[src/rtl/b64d_pkg.sv]
// Package for the Base64 stream decoder: item types, queue sizing and
// the character-to-sextet map. No dependencies.
package b64d_pkg;

    // Input item: one character of Base64 text.
    typedef struct packed {
        logic [7:0] character;
        logic       final_char;
    } b64d_in_t;

    // Result item: one decoded byte or the error marker.
    typedef struct packed {
        logic [7:0] data_byte;
        logic       last_byte;
        logic       error;
    } b64d_out_t;

    // Result queue sizing.
    localparam int QueueDepth = 8;
    localparam int PtrW       = $clog2(QueueDepth);
    localparam int CountW     = $clog2(QueueDepth + 1);
    localparam int MaxPush    = 3;

    // Group of results produced by one item (count of valid slots, 0..3).
    typedef struct packed {
        logic [1:0]          count;
        b64d_out_t [MaxPush-1:0] res;
    } b64d_push_t;

    // Place of the next character within its quad.
    typedef enum logic [1:0] {
        QP_FIRST,
        QP_SECOND,
        QP_THIRD,
        QP_FOURTH
    } b64d_qpos_t;

    // Sextet codes above the alphabet.
    localparam logic [6:0] SEXTET_BAD = 7'd64;
    localparam logic [6:0] SEXTET_PAD = 7'd65;

    localparam logic [7:0] CHAR_UPPER_A = 8'h41;
    localparam logic [7:0] CHAR_UPPER_Z = 8'h5A;
    localparam logic [7:0] CHAR_LOWER_A = 8'h61;
    localparam logic [7:0] CHAR_LOWER_Z = 8'h7A;
    localparam logic [7:0] CHAR_DIGIT_0 = 8'h30;
    localparam logic [7:0] CHAR_DIGIT_9 = 8'h39;
    localparam logic [7:0] CHAR_PLUS    = 8'h2B;
    localparam logic [7:0] CHAR_SLASH   = 8'h2F;
    localparam logic [7:0] CHAR_EQUALS  = 8'h3D;

    // Standard alphabet; '=' gives the pad code, '?' and everything else is invalid.
    function automatic logic [6:0] char_to_sextet(input logic [7:0] c);
        logic [6:0] s;
        begin
            s = SEXTET_BAD;
            if (c >= CHAR_UPPER_A && c <= CHAR_UPPER_Z)
            begin
                s = 7'(c - CHAR_UPPER_A);
            end
            else if (c >= CHAR_LOWER_A && c <= CHAR_LOWER_Z)
            begin
                s = 7'(c - CHAR_LOWER_A + 8'd26);
            end
            else if (c >= CHAR_DIGIT_0 && c <= CHAR_DIGIT_9)
            begin
                s = 7'(c - CHAR_DIGIT_0 + 8'd52);
            end
            else if (c == CHAR_PLUS)
            begin
                s = 7'd62;
            end
            else if (c == CHAR_SLASH)
            begin
                s = 7'd63;
            end
            else if (c == CHAR_EQUALS)
            begin
                s = SEXTET_PAD;
            end
            return s;
        end
    endfunction

endpackage

[src/rtl/b64d_decode.sv]
// Decode stage: input register, quad state and result formation.
// Depends on b64d_pkg.
module b64d_decode
    import b64d_pkg::*;
(
    input  logic       clk,
    input  logic       rst_n,
    input  logic       accept,
    input  b64d_in_t   item,
    output b64d_push_t push
);

    logic        valid_reg;
    b64d_in_t    item_reg;
    b64d_qpos_t  qpos_reg,  qpos_next;
    logic [17:0] store_reg, store_next;
    logic        pad3_reg,  pad3_next;
    logic        skip_reg,  skip_next;

    logic [6:0]  sx;
    logic        fin;
    logic        bad;
    logic        clear;
    logic [23:0] word;
    b64d_out_t   res0, res1, res2;
    logic [1:0]  n;

    always_comb
    begin
        sx         = char_to_sextet(item_reg.character);
        fin        = item_reg.final_char;
        bad        = 1'b0;
        clear      = 1'b0;
        word       = {store_reg, sx[5:0]};
        qpos_next  = qpos_reg;
        store_next = store_reg;
        pad3_next  = pad3_reg;
        skip_next  = skip_reg;
        res0       = '0;
        res1       = '0;
        res2       = '0;
        n          = 2'd0;

        if (valid_reg)
        begin
            if (skip_reg)
            begin
                if (fin)
                begin
                    skip_next = 1'b0;
                end
            end
            else
            begin
                case (qpos_reg)
                    QP_FIRST, QP_SECOND:
                    begin
                        if (sx[6])
                        begin
                            bad = 1'b1;
                        end
                        else
                        begin
                            store_next = {store_reg[11:0], sx[5:0]};
                            qpos_next  = (qpos_reg == QP_FIRST) ? QP_SECOND : QP_THIRD;
                            bad        = fin;
                        end
                    end
                    QP_THIRD:
                    begin
                        if (sx == SEXTET_BAD)
                        begin
                            bad = 1'b1;
                        end
                        else
                        begin
                            pad3_next  = (sx == SEXTET_PAD);
                            store_next = {store_reg[11:0],
                                          (sx == SEXTET_PAD) ? 6'd0 : sx[5:0]};
                            qpos_next  = QP_FOURTH;
                            bad        = fin;
                        end
                    end
                    QP_FOURTH:
                    begin
                        clear = 1'b1;
                        if (sx == SEXTET_BAD)
                        begin
                            bad = 1'b1;
                        end
                        else if (sx == SEXTET_PAD)
                        begin
                            if (!fin)
                            begin
                                bad = 1'b1;
                            end
                            else if (pad3_reg)
                            begin
                                res0 = '{data_byte: store_reg[17:10], last_byte: 1'b1,
                                         error: 1'b0};
                                n    = 2'd1;
                            end
                            else
                            begin
                                res0 = '{data_byte: store_reg[17:10], last_byte: 1'b0,
                                         error: 1'b0};
                                res1 = '{data_byte: store_reg[9:2], last_byte: 1'b1,
                                         error: 1'b0};
                                n    = 2'd2;
                            end
                        end
                        else if (pad3_reg)
                        begin
                            bad = 1'b1;
                        end
                        else
                        begin
                            res0 = '{data_byte: word[23:16], last_byte: 1'b0, error: 1'b0};
                            res1 = '{data_byte: word[15:8],  last_byte: 1'b0, error: 1'b0};
                            res2 = '{data_byte: word[7:0],   last_byte: fin,  error: 1'b0};
                            n    = 2'd3;
                        end
                    end
                    default:
                    begin
                        bad = 1'b1;
                    end
                endcase

                if (bad)
                begin
                    // single error marker, then drop input up to the final flag
                    res0      = '{data_byte: 8'd0, last_byte: 1'b1, error: 1'b1};
                    res1      = '0;
                    res2      = '0;
                    n         = 2'd1;
                    skip_next = !fin;
                end

                if (bad || clear || fin)
                begin
                    qpos_next  = QP_FIRST;
                    store_next = '0;
                    pad3_next  = 1'b0;
                end
            end
        end

        push.count = n;
        push.res   = {res2, res1, res0};
    end

    always_ff @(posedge clk or negedge rst_n)
    begin
        if (!rst_n)
        begin
            valid_reg <= 1'b0;
            qpos_reg  <= QP_FIRST;
            store_reg <= '0;
            pad3_reg  <= 1'b0;
            skip_reg  <= 1'b0;
        end
        else
        begin
            valid_reg <= accept;
            qpos_reg  <= qpos_next;
            store_reg <= store_next;
            pad3_reg  <= pad3_next;
            skip_reg  <= skip_next;
        end
    end

    always_ff @(posedge clk)
    begin
        if (accept)
        begin
            item_reg <= item;
        end
    end

endmodule

[src/rtl/b64d_out_queue.sv]
// Result queue: takes up to three results a cycle, gives one a cycle when popped.
// Depends on b64d_pkg.
module b64d_out_queue
    import b64d_pkg::*;
(
    input  logic              clk,
    input  logic              rst_n,
    input  b64d_push_t        push,
    input  logic              pop,
    output b64d_out_t         head,
    output logic [CountW-1:0] count
);

    b64d_out_t         mem [QueueDepth];
    logic [PtrW-1:0]   wr_ptr_reg, wr_ptr_next;
    logic [PtrW-1:0]   rd_ptr_reg, rd_ptr_next;
    logic [CountW-1:0] count_reg,  count_next;

    always_comb
    begin
        wr_ptr_next = wr_ptr_reg + PtrW'(push.count);
        rd_ptr_next = rd_ptr_reg + PtrW'(pop);
        count_next  = count_reg + CountW'(push.count) - CountW'(pop);
    end

    always_ff @(posedge clk or negedge rst_n)
    begin
        if (!rst_n)
        begin
            wr_ptr_reg <= '0;
            rd_ptr_reg <= '0;
            count_reg  <= '0;
        end
        else
        begin
            wr_ptr_reg <= wr_ptr_next;
            rd_ptr_reg <= rd_ptr_next;
            count_reg  <= count_next;
        end
    end

    always_ff @(posedge clk)
    begin
        for (int k = 0; k < MaxPush; k++)
        begin
            if (2'(k) < push.count)
            begin
                mem[wr_ptr_reg + PtrW'(k)] <= push.res[k];
            end
        end
    end

    assign head  = mem[rd_ptr_reg];
    assign count = count_reg;

endmodule

[src/rtl/base64_stream_decoder_unit.sv]
// Base64 stream decoder, top level. Depends on b64d_pkg, b64d_decode, b64d_out_queue.
// A character that is taken is decoded in the next cycle; its results are written
//   into the result queue, from which they are then taken.
// Throughput: one character per cycle; stall rises only when the result queue
//   backs up (three bytes per quad leave at one per cycle).
// Reset (rst_n, async, active low) clears the quad state, the discard flag and the queue.
module base64_stream_decoder_unit
    import b64d_pkg::*;
(
    input  logic      clk,
    input  logic      rst_n,
    // character side
    input  logic      char_valid,
    output logic      char_stall,
    input  b64d_in_t  char_item,
    // decoded byte side
    output logic      byte_valid,
    input  logic      byte_stall,
    output b64d_out_t byte_item
);

    // Two parts: the decode stage (input register, quad state, result
    // forming) and a small result queue. An item in the decode stage never
    // waits there; stall guards room in the queue for the up to
    // three results of the next item.

    localparam int StallLimit = QueueDepth - 2 * MaxPush + MaxPush;

    b64d_push_t        push;
    logic [CountW-1:0] queue_count;
    logic [CountW:0]   fill_ahead;
    logic              char_take;
    logic              byte_take;

    // count now plus what the decode stage pushes now; the next item pushes
    // at most MaxPush more in the next cycle, pops ignored
    assign fill_ahead = {1'b0, queue_count} + (CountW + 1)'(push.count);
    assign char_stall = fill_ahead > (CountW + 1)'(StallLimit);
    assign char_take  = char_valid && !char_stall;

    assign byte_valid = queue_count != '0;
    assign byte_take  = byte_valid && !byte_stall;

    b64d_decode u_decode (
        .clk    (clk),
        .rst_n  (rst_n),
        .accept (char_take),
        .item   (char_item),
        .push   (push)
    );

    b64d_out_queue u_queue (
        .clk   (clk),
        .rst_n (rst_n),
        .push  (push),
        .pop   (byte_take),
        .head  (byte_item),
        .count (queue_count)
    );

`ifndef SYNTHESIS
    // the queue never holds more than its depth
    a_queue_bound: assert property (@(posedge clk) disable iff (!rst_n)
        queue_count <= CountW'(QueueDepth))
        else $error("result queue over depth");

    // a push never finds the queue short of room
    a_push_room: assert property (@(posedge clk) disable iff (!rst_n)
        push.count != 2'd0 |-> fill_ahead <= (CountW + 1)'(QueueDepth))
        else $error("push into full result queue");

    // the error marker is the last item of its string and carries a zero byte
    a_error_form: assert property (@(posedge clk) disable iff (!rst_n)
        byte_valid && byte_item.error |-> byte_item.last_byte && byte_item.data_byte == 8'd0)
        else $error("malformed error item");
`endif

endmodule
[config.mk]
export PLATFORM = sky130hd
export DESIGN_NAME = base64_stream_decoder_unit
export DESIGN_NICKNAME = d
export VERILOG_FILES = /design/src/rtl/b64d_pkg.sv /design/src/rtl/b64d_decode.sv /design/src/rtl/b64d_out_queue.sv /design/src/rtl/base64_stream_decoder_unit.sv
export SDC_FILE = /design/constraint.sdc
export NUM_CORES = 1
export LEC_CHECK = 0
export ABC_AREA = 1
export BUFFER_PORTS_ARGS = -buffer_cell sky130_fd_sc_hd__buf_4
export CAP_MARGIN = 30
export CORE_MARGIN = 1.5
export CORE_UTILIZATION = 35
export DETAILED_ROUTE_END_ITERATION = 16
export PLACE_DENSITY_LB_ADDON = 0.12
export RECOVER_POWER = 50
export REMOVE_ABC_BUFFERS = 1
export SLEW_MARGIN = 20
export SYNTH_ARGS = -nofsm -noshare
export SYNTH_HDL_FRONTEND = slang
export SYNTH_SLANG_ARGS = --single-unit
[constraint.sdc]
create_clock -name clk -period 6.2 [get_ports clk]
set_input_delay 0 -clock clk [delete_from_list [all_inputs] [get_ports clk]]
set_output_delay 0 -clock clk [all_outputs]
set_load 0.03 [all_outputs]
# Word-level counts from Yosys, hierarchy flattened
# Memories as Yosys holds them, arrays and structs flattened.
# Index checks and enable logic that the tools add are counted.
# word_totals
out_inout_bits	12
in_bits	13
ramBits	80
register_bits	42
elab_cells	135
memories	1
# memory_table
memory	words	width	rd	rd_clocked_by_memory_dff	wr	line_no	rtl
u_queue.mem	8	10	1	0	3	b64d_out_queue.sv:14	b64d_out_t mem [QueueDepth];
# op_classes
add_sub_neg	12
n_lt_le_gt_ge	10
bitwise	1
n_mux	73
n_reduce_logical	17
eq_ne	11
# ops
op	count
$mux 10	24
$mux 18	3
$pmux 18 s2	1
$mux 7	5
$mux 2	14
$eq 8x6->1 const B	3
$mux 1	23
$ge 8x7->1 const B	2
$le 8x7->1 const B	2
$eq 7x7->1 const B	2
$sub 7x7->7 const B	2
$ge 8x6->1 const B	1
$le 8x6->1 const B	1
$add 7x5->7 const B	1
$add 7x6->7 const B	1
$sub 7x6->7 const B	1
$mux 6	1
$ne 3x3->1 const B	2
$add 4x2->5	1
$gt 5x3->1 const B	1
$logic_and 1x1->1	5
$reduce_and 5->1	1
$add 4x2->4	1
$eq 2x2->1 const B	2
20 further kinds	24

# Logic depth before layout (Yosys ltp)
# logic_depth
word_depth	20
ltp_mapped	30
depth_no_buf	29

# Modules after synthesis
# From an unflattened synthesis, not the netlist that was laid out.
# unflattened
hier_cells	1200
hier_area_um2	8847.2
# modules_own_cells
module	cells_per_inst	area_per_inst_um2	seq_area_each_um2	instances
b64d_out_queue	820	6142.1	2652.5	1
b64d_decode	353	2542.4	845.8	1
base64_stream_decoder_unit	27	162.7	0.0	1

# Worst setup path after synthesis
# OpenSTA, ideal clock, no wires.
# synth_path
path_type	register -> register
from	reg u_decode.item_reg[3] (netlist bit)
to	reg u_decode.item_reg, in the netlist u_decode.fin, enable pin
t_arrival_ns	4.223
path_buffers	1
stages_incl_launch_ff	28
period_less_slack_ns	4.599
required_time_ns	5.824
slack_ns	1.601
setup_ns	0.376
path_cell_list	edfxtp_1 -> clkbuf_2 -> inv_1 -> ha_1 -> nand2_1 -> inv_1 -> nand2_1 -> nand2_1 -> nand3_1 -> nand2_4 -> nand2_1 -> nand2_1 -> nand2_2 -> nor2_2 -> nand3b_4 -> clkinv_2 -> nor2_1 -> nand3_2 -> nand3_1 -> nand2_1 -> ha_1 -> inv_1 -> fa_1 -> nor2_1 -> nor3_1 -> or2_2 -> a221o_1 -> nor2_1
# synth_via
elab_chain_cells	20
elab_cells_between_ends	42
classes_between	add/sub: 6; order compare: 7; eq/ne: 5; mux: 19; reduce/logical: 5
# synth_rtl
item	line_no	rtl
start, declared	b64d_decode.sv:14	b64d_in_t item_reg;
start signal, assigned	b64d_decode.sv:177	item_reg <= item;
parallel branches: the longest is 6 deep, another holds $sub 7x6->7	--	
$mux 7 (*)	b64d_pkg.sv:57	if (c >= CHAR_UPPER_A && c <= CHAR_UPPER_Z)
$eq 7x7->1	b64d_decode.sv:91	else if (sx == SEXTET_PAD)
$mux 1	b64d_decode.sv:91	
$mux 1	b64d_decode.sv:87	if (sx == SEXTET_BAD)
$pmux 1 s3	b64d_decode.sv:55	case (qpos_reg)
$mux 1	b64d_decode.sv:46	if (skip_reg)
$mux 1	b64d_decode.sv:44	if (valid_reg)
$mux 2 (*)	b64d_decode.sv:130	if (bad)
$mux 2 (*)	b64d_decode.sv:46	
$mux 2 (*)	b64d_decode.sv:44	
$add 4x2->5 (*)	base64_stream_decoder_unit.sv:37	assign fill_ahead = {1'b0, queue_count} + (CountW + 1)'(push.count);
$gt 5x3->1 (*)	base64_stream_decoder_unit.sv:38	assign char_stall = fill_ahead > (CountW + 1)'(StallLimit);
named net char_stall	base64_stream_decoder_unit.sv:14	output logic char_stall,
$logic_not 1->1 (*)	base64_stream_decoder_unit.sv:39	assign char_take = char_valid && !char_stall;
$logic_and 1x1->1 (*)	base64_stream_decoder_unit.sv:39	
named net char_take	base64_stream_decoder_unit.sv:32	logic char_take;
# Mark *: on every way through the listed nets, which the timed path passes. The select of a mux whose other input is x is not followed.
# A chain may end at the register's enable or synchronous reset.

==> summary.md <==
| Metric | Value |
|---|---|
| Clock share of power | `27.1%` |
| Worst clock skew | `0.0101 ns` |
| Clock sinks | `122` |
| CP max stage delay | `0.69 ns` |
| Synth Area in Adders | `3.99%` |
| Most used cell, CP | `nand2_1` |
| CTS max path bufs | `2` |
| Library cells used by synthesis | `56` |
| Met3 wire len | `just under 2000 um` |
| Hold_buf cts | `12` |
| Flop pwr share | `31.8%` |
| Post-Synth XOR/XNOR Area | `less than 1%` |
| RSZ-0062 raised after global routing | `no` |
| Net load switching power | `1.58 mW` |
| Final Net Count | `1123` |
| Final instance area | `9090 um2` |
| Failing checks | `capacitance limit, slew limit` |
| IO Count | `25` |
| Initial DRT Pass Iterations | `7` |
| Vias/cell | `5.32` |
| Initial Util | `35.8%` |
| RD Place Congestion | `0.951` |
| Routed Antenna Nets | `0` |
| Total vias in the final route | `7362` |
| Synthesized instance count | `1060` |
| Core Region | `22600 um2` |
| Leakage power | `a little over 4 nW` |
| Slew headroom | `-24.7%` |
| Fin. Hold Viols | `0` |
| Syn avg cell area | `7.64 um2` |
| Die Wd | `155 um` |
| Gr ovfl total | `0` |
| Crit Path Class | `flip-flop to flip-flop` |
| First-pass GRT wire length | `roughly 41000 um` |
| Internal power | `1.98 mW` |
| Setup crit start kind | `flip-flop` |
| Commonest cells post-synth | `nor2_1, nand2_1, inv_1` |
| Max VDD drop | `245 uV` |
| Fraction of the cycle the final worst path needs | `87.7%` |
| Max FO, Critical Path | `16` |
| Combinational power share | `41.1%` |
| Area grow syn2layout | `12.2%` |
| Vias in the first global route | `6866` |
| Simple-gate area share of the yosys netlist | `between 30% and 40%` |
| Synth Warn # | `0` |
| Total wire length | `about 27000 um` |
| Async SR Flop Fraction | `between 20% and 30%` |
| Number of flops mapped to enable cells by yosys | `81` |
| Hold crit path type | `input port to flip-flop` |
| Met1 WL | `~12000 um` |
| Worst skew pair latency | `0.43 ns` |
| Top cells by area, synth | `edfxtp_1, nor2_1, dfrtp_1, nand2_1, o21ai_0` |
| Highest metal layer with signal wires | `met5` |
| CTS Buf Count | `17` |
| Sequential share of the synthesized area | `42.2%` |
| Port buffer count | `24` |
| Dominant cell type by area after synthesis | `edfxtp_1` |
| Max-cap violations | `1` |
| Final core occ | `40.1%` |
| H-tree Lvls | `4` |
| Max-slew violation count | `34` |
| Layout cells sized above 1 | `9.56%` |
| Top achievable clock speed | `184 MHz` |
| Placed inst area | `8520 um2` |
| Yosys top cell area share | `a little under a third` |
| Most frequent cell after synthesis | `nor2_1` |
| Largest net degree at the start of global routing | `43` |
| Die area | `~24000 um2` |
| Status | `complete, but fails checks` |
| DRC violations left | `0` |
| Most used flip-flop cell after synthesis | `edfxtp_1` |
| Routed wire per std cell | `~20 um` |
| Post-CTS Setup Bufs | `0` |
| Clock root buffer | `clkbuf_16` |
| Dpl hpwl | `19600 um` |
| Initial drt markers | `just under 800` |
| Total Routing Usage GR | `23.2%` |
| Critical path arrival | `roughly 5.5 ns` |
| WL met2 | `approximately 12000 um` |
| Worst Max-Slew Pin Slew | `approximately 1.9 ns` |
| Initial antenna violation count | `2` |
| Tmin final | `5.44 ns` |
| Setup TNS Final | `0 ns` |
| Slowest stage cell, crit path | `nand2_1` |
| Largest family of logic cells by synthesized area | `simple AND/OR/NAND/NOR gates` |
| CTS tree | `built` |
| Compound-Gate Fraction of Synth Area | `12.2%` |
| Clk slew on worst S/H paths | `around 0.050 ns` |
| Switching Share | `roughly 44%` |
| #FFs+latches synth | `122` |
| Die H | `155 um` |
| Row cnt | `55` |
| Pwr dens | `391 nW/um2` |
| Worst Path Required | `6.24 ns` |
| Final setup fails | `0` |
| Mapped cell area | `between 8000 and 9000 um2` |
| Post-cts sizing count | `0` |
| Worst setup EP type | `flip-flop` |
| Mux share of post-synthesis cell area | `0%` |
| Number of flip-flops in the largest register | `80` |
| Critical Path, Cell by Cell | `inv_1 > ha_1 > nand2_1 > a21oi_1 > nand2_1 > nand3_1 > nand3_1 > nor2_1 > nand2_1 > nor2_2 > nand2_1 > nand2_1 > nand2_2 > nand2_1 > nand3_2 > nand2_1 > nand2_1 > nand3_1 > nand2_1` |
## path summary, 6_finish.rpt
kind / from / endpoint / slack [ns] / depth (start not counted)
setup / recovery: u_decode.item_reg[3] / u_queue.mem[6][3] / 0.76 / 19
min in group asynchronous: rst_n / u_queue.count[2] / 0.61 / 2
hold reg to reg: u_queue.mem[5][0] / u_queue.mem[5][0] / 0.44 / 2
hold / removal: char_item[1] / u_decode.item_reg[1] / 0.30 / 2
max in group asynchronous: rst_n / u_decode.store_reg[15] / 4.50 / 2
setup reg to reg: u_decode.item_reg[3] / u_queue.mem[6][3] / 0.76 / 19
## critical path, delay by kind of cell (launching register included)
kind	cells	cell delay [ns]
DFF	1	0.53
AOI/OAI and AO/OA	1	0.13
and+or+nand+nor	16	3.96
buffers and inverters	1	0.16
adders and majority gates	1	0.28
## power by group through the flow
stage	clock network, mW	logic (mW)	registers [mW]
finish	0.964	1.46	1.13
global route	1.02	1.63	1.15
CTS	0.978	1.54	1.13
detailed placement	0	1.53	1.14
global placement	0	1.53	1.14
floorplan	0	1.00	1.13
## per-layer routing
layer / vias up / global-route usage [%]
li1: 3588 / -
met4: 2 / 9.43
met2: 277 / 37.2
met3: 49 / 4.99
met5: - / 0
met1: 3446 / 30.5
## cells in the final DEF, fill, tap and decap left out, drive strengths merged, types with 2 or more instances in the layout
master / synthesis / layout
a21oi: 23 / 23
a22o: 9 / 9
a31oi: 12 / 12
buf: 15 / 11
bufinv: 0 / 2
clkbuf: 22 / 41
clkinv: 2 / 7
dfrtp: 33 / 33
dfxtp: 8 / 8
dlygate4sd3: 0 / 12
edfxtp: 81 / 81
fa: 3 / 3
ha: 21 / 21
inv: 115 / 118
nand2: 196 / 196
nand3: 73 / 73
nand4: 29 / 29
nor2: 255 / 255
nor3: 16 / 16
nor4: 6 / 6
o211ai: 2 / 2
o21ai: 100 / 100
o21bai: 4 / 4
o22ai: 10 / 10
o31ai: 4 / 4
or2: 3 / 3
xnor2: 4 / 4
xor2: 5 / 5
## logic make-up after synthesis
family          after synthesis
compound gates              171
xor+xnor                      9
simple gates                580
fa+ha+maj                    24
buf+inv                     154
flops                       122
## metrics by stage
stage	power [mW]	hold slack, ns	setup slack, ns	std cells
6_report	3.55	0.301	0.761	1384
2_1_floorplan	2.13	-0.296	1.47	1023
3_5_place_dp	2.68	-0.0175	1.01	1340
5_1_grt	3.79	0.293	0.245	1383
3_3_place_gp	2.68	-0.0220	1.14	1338
4_1_cts	3.65	0.0682	1.02	1383
## final cells by class
class / instances / area, um2
Clock buffer: 20 / 437
Antenna cell: 1 / 2.50
Fill cell: 2349 / 13600
Multi-Input combinational cell: 784 / 4000
Sequential cell: 122 / 3420
Inverter: 117 / 440
Timing Repair Buffer: 44 / 310
Clock inverter: 11 / 121
Tap cell: 285 / 357
Power figures use the tool's default switching activity.
